==> config.mk <==
export PLATFORM = sky130hd
export DESIGN_NAME = dams_ctrl
export DESIGN_NICKNAME = d
export VERILOG_FILES = /design/src/rtl/core/assert_macros.svh /design/src/rtl/core/dams_pkg.sv /design/src/rtl/core/dams_ctrl.sv
export SDC_FILE = /design/constraint.sdc
export NUM_CORES = 1
export LEC_CHECK = 0
export ABC_AREA = 1
export BUFFER_PORTS_ARGS = -buffer_cell sky130_fd_sc_hd__buf_2
export CAP_MARGIN = 20
export CORE_MARGIN = 1.5
export CORE_UTILIZATION = 35
export DETAILED_ROUTE_END_ITERATION = 8
export PLACE_DENSITY = 0.76
export SETUP_SLACK_MARGIN = 0.05
export SLEW_MARGIN = 15
export SYNTH_ARGS = -nofsm -noshare
export SYNTH_HDL_FRONTEND = slang
export SYNTH_SLANG_ARGS = --single-unit
==> constraint.sdc <==
create_clock -name clk -period 1 [get_ports clk]
set_input_delay 0.1 -clock clk [delete_from_list [all_inputs] [get_ports clk]]
set_output_delay 0.1 -clock clk [all_outputs]
set_load 0.05 [all_outputs]
==> src/rtl/core/assert_macros.svh <==
// ----------------------------------------------------------------------------
// Assertion macros
// Shared concurrent assertion forms, clocked on clk and disabled in reset.
// ----------------------------------------------------------------------------
`ifndef ASSERT_MACROS_SVH
`define ASSERT_MACROS_SVH

// same-cycle implication
`define DAMS_ASSERT_IMP(name, pre, post) \
  name: assert property (@(posedge clk) disable iff (!rst_n) (pre) |-> (post)) \
    else $error("assertion failed: same-cycle implication");

// next-cycle implication
`define DAMS_ASSERT_NXT(name, pre, post) \
  name: assert property (@(posedge clk) disable iff (!rst_n) (pre) |=> (post)) \
    else $error("assertion failed: next-cycle implication");

`endif

==> src/rtl/core/dams_pkg.sv <==
// ----------------------------------------------------------------------------
// dams_pkg
// Operation codes, field widths and controller/datapath interface types.
// ----------------------------------------------------------------------------
`default_nettype none

package dams_pkg;

  localparam int OP_W   = 3;
  localparam int KEY_W  = 10;
  localparam int VAL_W  = 64;
  localparam int CNT_W  = 11;
  localparam int WORD_W = 64;
  localparam int LO_W   = 6;

  localparam logic [CNT_W-1:0] CNT_MAX = '1;

  localparam logic [OP_W-1:0] OP_SET        = 3'd0;
  localparam logic [OP_W-1:0] OP_ERASE      = 3'd1;
  localparam logic [OP_W-1:0] OP_LOOKUP     = 3'd2;
  localparam logic [OP_W-1:0] OP_FIND_FIRST = 3'd3;
  localparam logic [OP_W-1:0] OP_FIND_NEXT  = 3'd4;
  localparam logic [OP_W-1:0] OP_CLEAR      = 3'd5;

  typedef struct packed {
    logic accept;
    logic row_zero;
    logic row_start;
    logic row_inc;
    logic bm_rd_key;
    logic bm_rd_start;
    logic bm_rd_next;
    logic bm_wr_zero;
    logic bm_wr_set;
    logic bm_wr_clr;
    logic vs_wr;
    logic vs_rd_key;
    logic vs_rd_hit;
    logic cnt_inc;
    logic cnt_dec;
    logic cnt_clr;
    logic found_set;
    logic res_load;
  } cmd_t;

  typedef struct packed {
    logic [OP_W-1:0] op;
    logic            key_oor;
    logic            cnt_zero;
    logic            enum_done;
    logic            start_end;
    logic            bit_set;
    logic            row_hit;
    logic            last_row;
    logic            out_free;
  } sts_t;

  // lowest set bit position
  function automatic logic [LO_W-1:0] ffs_word(input logic [WORD_W-1:0] w);
    logic [LO_W-1:0] pos;
    pos = '0;
    for (int i = WORD_W - 1; i >= 0; i--) begin
      if (w[i]) begin
        pos = LO_W'(i);
      end
    end
    return pos;
  endfunction

endpackage

`default_nettype wire

==> src/rtl/core/dams_ctrl.sv <==
// ----------------------------------------------------------------------------
// dams_ctrl
// Operation sequencer: clearing sweeps, read-modify-write, lookup, row scan.
// ----------------------------------------------------------------------------
`default_nettype none

module dams_ctrl (
  input  wire logic           clk,
  input  wire logic           rst_n,
  input  wire logic           in_valid,
  output logic                in_stall,
  input  wire dams_pkg::sts_t sts,
  output dams_pkg::cmd_t      cmd
);
  import dams_pkg::*;

  localparam logic [3:0] S_INIT  = 4'd0;
  localparam logic [3:0] S_IDLE  = 4'd1;
  localparam logic [3:0] S_DISP  = 4'd2;
  localparam logic [3:0] S_RMW   = 4'd3;
  localparam logic [3:0] S_LOOK  = 4'd4;
  localparam logic [3:0] S_SCAN  = 4'd5;
  localparam logic [3:0] S_FETCH = 4'd6;
  localparam logic [3:0] S_SWEEP = 4'd7;
  localparam logic [3:0] S_DONE  = 4'd8;

  logic [3:0] state_r;
  logic [3:0] state_nxt;

  always_comb begin
    state_nxt = state_r;
    cmd       = '0;
    case (state_r)
      S_INIT: begin
        cmd.bm_wr_zero = 1'b1;
        cmd.row_inc    = 1'b1;
        if (sts.last_row) begin
          state_nxt = S_IDLE;
        end
      end
      S_IDLE: begin
        if (in_valid) begin
          cmd.accept = 1'b1;
          state_nxt  = S_DISP;
        end
      end
      S_DISP: begin
        case (sts.op)
          OP_SET, OP_ERASE: begin
            if (sts.key_oor) begin
              state_nxt = S_DONE;
            end else begin
              cmd.bm_rd_key = 1'b1;
              state_nxt     = S_RMW;
            end
          end
          OP_LOOKUP: begin
            if (sts.key_oor) begin
              state_nxt = S_DONE;
            end else begin
              cmd.bm_rd_key = 1'b1;
              cmd.vs_rd_key = 1'b1;
              state_nxt     = S_LOOK;
            end
          end
          OP_FIND_FIRST: begin
            if (sts.cnt_zero) begin
              state_nxt = S_DONE;
            end else begin
              cmd.row_start   = 1'b1;
              cmd.bm_rd_start = 1'b1;
              state_nxt       = S_SCAN;
            end
          end
          OP_FIND_NEXT: begin
            if (sts.key_oor || sts.enum_done || sts.start_end) begin
              state_nxt = S_DONE;
            end else begin
              cmd.row_start   = 1'b1;
              cmd.bm_rd_start = 1'b1;
              state_nxt       = S_SCAN;
            end
          end
          OP_CLEAR: begin
            cmd.row_zero = 1'b1;
            cmd.cnt_clr  = 1'b1;
            state_nxt    = S_SWEEP;
          end
          default: begin
            state_nxt = S_DONE;
          end
        endcase
      end
      S_RMW: begin
        if (sts.op == OP_SET) begin
          cmd.vs_wr = 1'b1;
          if (!sts.bit_set) begin
            cmd.bm_wr_set = 1'b1;
            cmd.cnt_inc   = 1'b1;
          end
        end else if (sts.bit_set) begin
          cmd.bm_wr_clr = 1'b1;
          cmd.cnt_dec   = 1'b1;
        end
        state_nxt = S_DONE;
      end
      S_LOOK: begin
        cmd.found_set = sts.bit_set;
        state_nxt     = S_DONE;
      end
      S_SCAN: begin
        if (sts.row_hit) begin
          cmd.vs_rd_hit = 1'b1;
          cmd.found_set = 1'b1;
          state_nxt     = S_FETCH;
        end else if (sts.last_row) begin
          state_nxt = S_DONE;
        end else begin
          cmd.bm_rd_next = 1'b1;
          cmd.row_inc    = 1'b1;
        end
      end
      S_FETCH: begin
        state_nxt = S_DONE;
      end
      S_SWEEP: begin
        cmd.bm_wr_zero = 1'b1;
        cmd.row_inc    = 1'b1;
        if (sts.last_row) begin
          state_nxt = S_DONE;
        end
      end
      S_DONE: begin
        if (sts.out_free) begin
          cmd.res_load = 1'b1;
          state_nxt    = S_IDLE;
        end
      end
      default: begin
        state_nxt = S_IDLE;
      end
    endcase
  end

  always_ff @(posedge clk) begin
    if (!rst_n) begin
      state_r <= S_INIT;
    end else begin
      state_r <= state_nxt;
    end
  end

  assign in_stall = (state_r != S_IDLE);

endmodule

`default_nettype wire

# Word level (Yosys, flattened, before mapping)
# Cells that the tools add are included.
# Widths: inputs -> output; s select.
[word_totals] output_inout_bits=19 in_bits=14 wordCells=68 ff_bits=4
[classes] reduce_logical=9 n_mux=41 n_eq_ne=17
[op_table] operator="$mux 4" count=9
[op_table] operator="$pmux 4 s7" count=1
[op_table] operator="$mux 1" count=23
[op_table] operator="$pmux 4 s5" count=1
[op_table] operator="$eq 4x3->1 const B" count=4
[op_table] operator="$eq 4x2->1 const B" count=2
[op_table] operator="$eq 3x2->1 const B" count=2
[op_table] operator="$eq 3x3->1 const B" count=2
[op_table] operator="$mux 2" count=3
[op_table] operator="$ne 2x2->1 const B" count=3
[op_table] operator="$pmux 1 s2" count=3
[op_table] operator="$reduce_or 3->1" count=2
[op_table] operator="$eq 4x1->1 const B" count=1
[op_table] operator="$eq 4x4->1 const B" count=1
[op_table] operator="$logic_not 4->1" count=1
[op_table] operator="$ne 4x1->1 const B" count=1
[op_table] operator="$reduce_or 2->1" count=2
[op_table] operator="$eq 3x1->1 const B" count=1
[op_table] operator="$logic_not 3->1" count=1
[op_table] operator="$mux 3" count=1
[op_table] operator="$reduce_and 3->1" count=1
[op_table] operator="$logic_or 1x1->1" count=2

# Depth between registers and ports, before layout
[logic_depth] word_depth=5 ltp_mapped=9 ltp_nobuf=9

# Worst setup path after synthesis
# OpenSTA, ideal clock, no wires.
[synth_path] path_type="register to output" startpoint="reg state_r[2]" endpoint="out cmd[9] in the netlist's numbering" arrival_ps=2198 required_ps=900 n_path_buf=1 slack_ps=-1298 stages_incl_launch_ff=7 cell_sequence="dfxtp_1 -> inv_1 -> nand2_2 -> nor2_1 -> inv_1 -> nor3_1 -> buf_4"
[synth_rtl] item="from (decl)" line="dams_ctrl.sv:27" source="logic [3:0] state_r;"
[synth_rtl] item="from (signal assigned)" line="dams_ctrl.sv:149" source="state_r <= state_nxt;"
[synth_rtl] item="to (decl)" line="dams_ctrl.sv:13" source="output dams_pkg::cmd_t cmd"

==> metrics.md <==
| Metric | Value |
|---|---|
| Drc violations | `0` |
| Pleak | `~0.65 nW` |
| Flip-flop count of the largest register after layout | `4` |
| Fin cells | `178` |
| CP max-delay cell | `dfxtp_4` |
| Drt pass-1 iters | `5` |
| Utilization after layout | `87.8%` |
| Chip height | `43.2 microns` |
| WP buf/inv | `2` |
| Clk_skew | `between 0.002 and 0.003 ns` |
| Synth-to-Final Area Change | `133%` |
| Synth area leader | `nand2_1` |
| Worst-margin pin slew | `approximately 0.46 ns` |
| Overall Power | `2.39 mW` |
| Required @ worst endpoint | `~0.90 ns` |
| Yosys top cell area share | `between 10% and 20%` |
| Clk_lat worst skew | `0.24 ns` |
| Worst R2R Setup Slack | `-0.37 ns` |
| CTS tree | `built` |
| Placed instance count | `167` |
| Cell Area, Synth | `567 sq um` |
| Crit path DAT | `1.38 ns` |
| Diode count | `0` |
| Tmin final | `roughly 1.5 ns` |
| Rows | `14` |
| Failing checks | `negative setup slack` |
| Setup violators final | `23` |
| # nets final | `approximately 180` |
| WL final | `roughly 3500 microns` |
| H-tree Lvls | `1` |
| # port buffers | `32` |
| Peak VDD IR | `between 0.0015 and 0.002 V` |
| Register bank with the most flops | `state_r` |
| Antenna violations before repair | `0` |
| Iter 0 DRT Violations | `73` |
| CTS buffer count | `3` |
| Regs by FF count | `state_r: 4 flops` |
| CP Launch Type | `flop` |
| Pwr dens | `between 1500 and 2000 nW/um^2` |
| Post-synth cell types | `19` |
| Clock-pin slew on the worst setup and hold paths | `about 0.040 ns` |
| # fillers | `66` |
| Max-slew violations | `0` |
| Vias/cell | `about 6.0` |
| Core ar. | `about 1500 sq um` |
| RSZ-0062 raised after global routing | `true` |
| Worst min path class | `input port to flop` |
| Vias in the first global route | `983` |
| Synth warnings | `0` |
| Die area | `1870 sq um` |
| Die W | `43.2 microns` |
| Initial core utilization | `between 30% and 40%` |
| Post-Syn Instances | `105` |
| Final hold viol count | `0` |
| WS Path Type | `flop to primary output` |
| Total track usage | `a little under a third` |
| Setup TNS | `-8.50 ns` |
| CTS Sinks | `4` |
| Syn avg cell area | `roughly 5.4 sq um` |
| Number of max-cap violations | `0` |
| Ranking of synthesized cells by area | `nand2_1, dfxtp_1, inv_1` |
| Final Cycle Share | `148%` |
| Slew headroom | `69.1%` |
| Drt wl/cell | `19.6 microns` |
| Final ANT Viol Nets | `0` |
| Root Buffer | `clkbuf_4` |
| Pin count of the biggest net entering global routing | `7` |
| Longest Clk Path Bufs | `2` |
| CP Capture Type | `primary output` |
| Critical-path cell list | `nand2_2 > nor2_4 > inv_2 > nor3_4 > buf_6` |
| First-pass GRT wire length | `4490 microns` |
| Grt ovf | `0` |
| Crit path max fanout | `6` |
| PnR worst setup slack | `-0.475 ns` |
| Status | `finished with violations` |
| Synthesized flop and latch total | `4` |
| Gpl congestion | `0.900` |
| DP HPWL | `1540 microns` |
| Crit path largest cell delay | `~0.42 ns` |
| Largest delay share family, worst path | `simple AND/OR/NAND/NOR gates` |
| Mapped Nets | `~120` |
| Via count | `about 1.1k` |
| IO Pins | `33` |
| Register area share after synthesis | `14.1%` |
| F_max | `678 MHz` |
| Share of cells above drive strength 1 | `between 60% and 70%` |
==> cell usage after synthesis <==
cell,number
nor2_2,3
and3_1,1
nor3_4,1
clkinv_1,1
a21oi_1,4
nand2_1,24
nor3_1,1
a21oi_2,2
inv_2,2
nor2_4,1
nor2_1,16
buf_4,4
a31o_2,1
nand2_2,4
nand3_1,10
dfxtp_1,4
inv_1,17
o21ai_0,3
nand4_1,6
==> cell type report <==
cell class	count	area, sq um	area share [%]
clock buffer	3	22.5	1.70
inverter	20	92.6	7.00
timing repair buffer	58	520	39.4
tap	16	20.0	1.51
sequential	4	95.1	7.19
multi-input combinational	77	572	43.2
==> per-stage QoR <==
step	hold WS, ns	cell area [sq um]	worst slack [ns]
floorplan	0.197	698	-0.512
detailed placement	0.302	981	-0.253
global placement	0.300	981	-0.212
finish	0.0526	1320	-0.475
global route	0.0653	1320	-0.489
CTS	0.0613	1230	-0.362
==> cells in the final DEF (no fill, tap or decap) <==
cell type and n:
nand3_2 1, a31o_4 1, clkinv_1 1, and3_1 1, a21oi_2 3, inv_1 11
dfxtp_4 4, nand2_2 5, buf_4 24, nand3_1 7, clkbuf_4 3, o21ai_1 1
nor2_4 12, buf_2 13, buf_6 12, nand2_4 6, nor3_4 2, buf_12 1
a21oi_1 2, inv_2 3, buf_8 8, inv_6 1, clkinvlp_4 2, nand4_1 6
inv_4 2, nand3_4 2, a21oi_4 1, nor2_1 7, o21ai_0 2, nand2_1 17
nor2_2 1
==> tightest hold or removal path, delay by kind of cell <==
| kind | cells | cell delay [ns] |
|---|---|---|
| buf+inv | 2 | 0.13 |
| simple gates | 1 | 0.04 |
==> path summary, 6_finish.rpt <==
kind	start	endpoint	cells past startpoint
max reg2reg	state_r[0]$_SDFFE_PN0P_	state_r[1]$_SDFFE_PN0P_	8
max	state_r[0]$_SDFFE_PN0P_	cmd[9]	5
min reg2reg	state_r[0]$_SDFFE_PN0P_	state_r[2]$_SDFFE_PN0P_	2
min	rst_n	state_r[3]$_SDFFE_PN0P_	3
==> per-layer routing <==
| layer | global-route usage (%) | up-vias | share of wire [%] |
|---|---|---|---|
| met5 | 0 | - | 0 |
| met4 | 12.1 | 0 | 7.1 |
| met3 | 2.55 | 36 | 12 |
| met2 | 59.4 | 107 | 47 |
| met1 | 36.7 | 466 | 34 |
| li1 | - | 451 | - |
==> what timing repair did <==
item                                    in CTS  in global routing
hold buffers                                 0                  0
pin swaps                                   10                  4
setup buffers                                6                  2
endpoints found under the setup margin      23                 23
gates resized for setup                     58                 18
==> where the power goes <==
part / total, mW / switching, mW / internal [mW]
Clock: 0.210 / 0.0751 / 0.135
Sequential: 0.326 / 0.113 / 0.213
Combinational: 1.85 / 1.12 / 0.731
Total: 2.39 / 1.31 / 1.08
==> cell families after synthesis <==
group	count (synthesis)	synth area share [%]
simple gates	67	56.5
buf+inv	24	18.5
compound gates	10	10.8
flops	4	14.1
No activity file was read; power rests on OpenSTA's default activity.
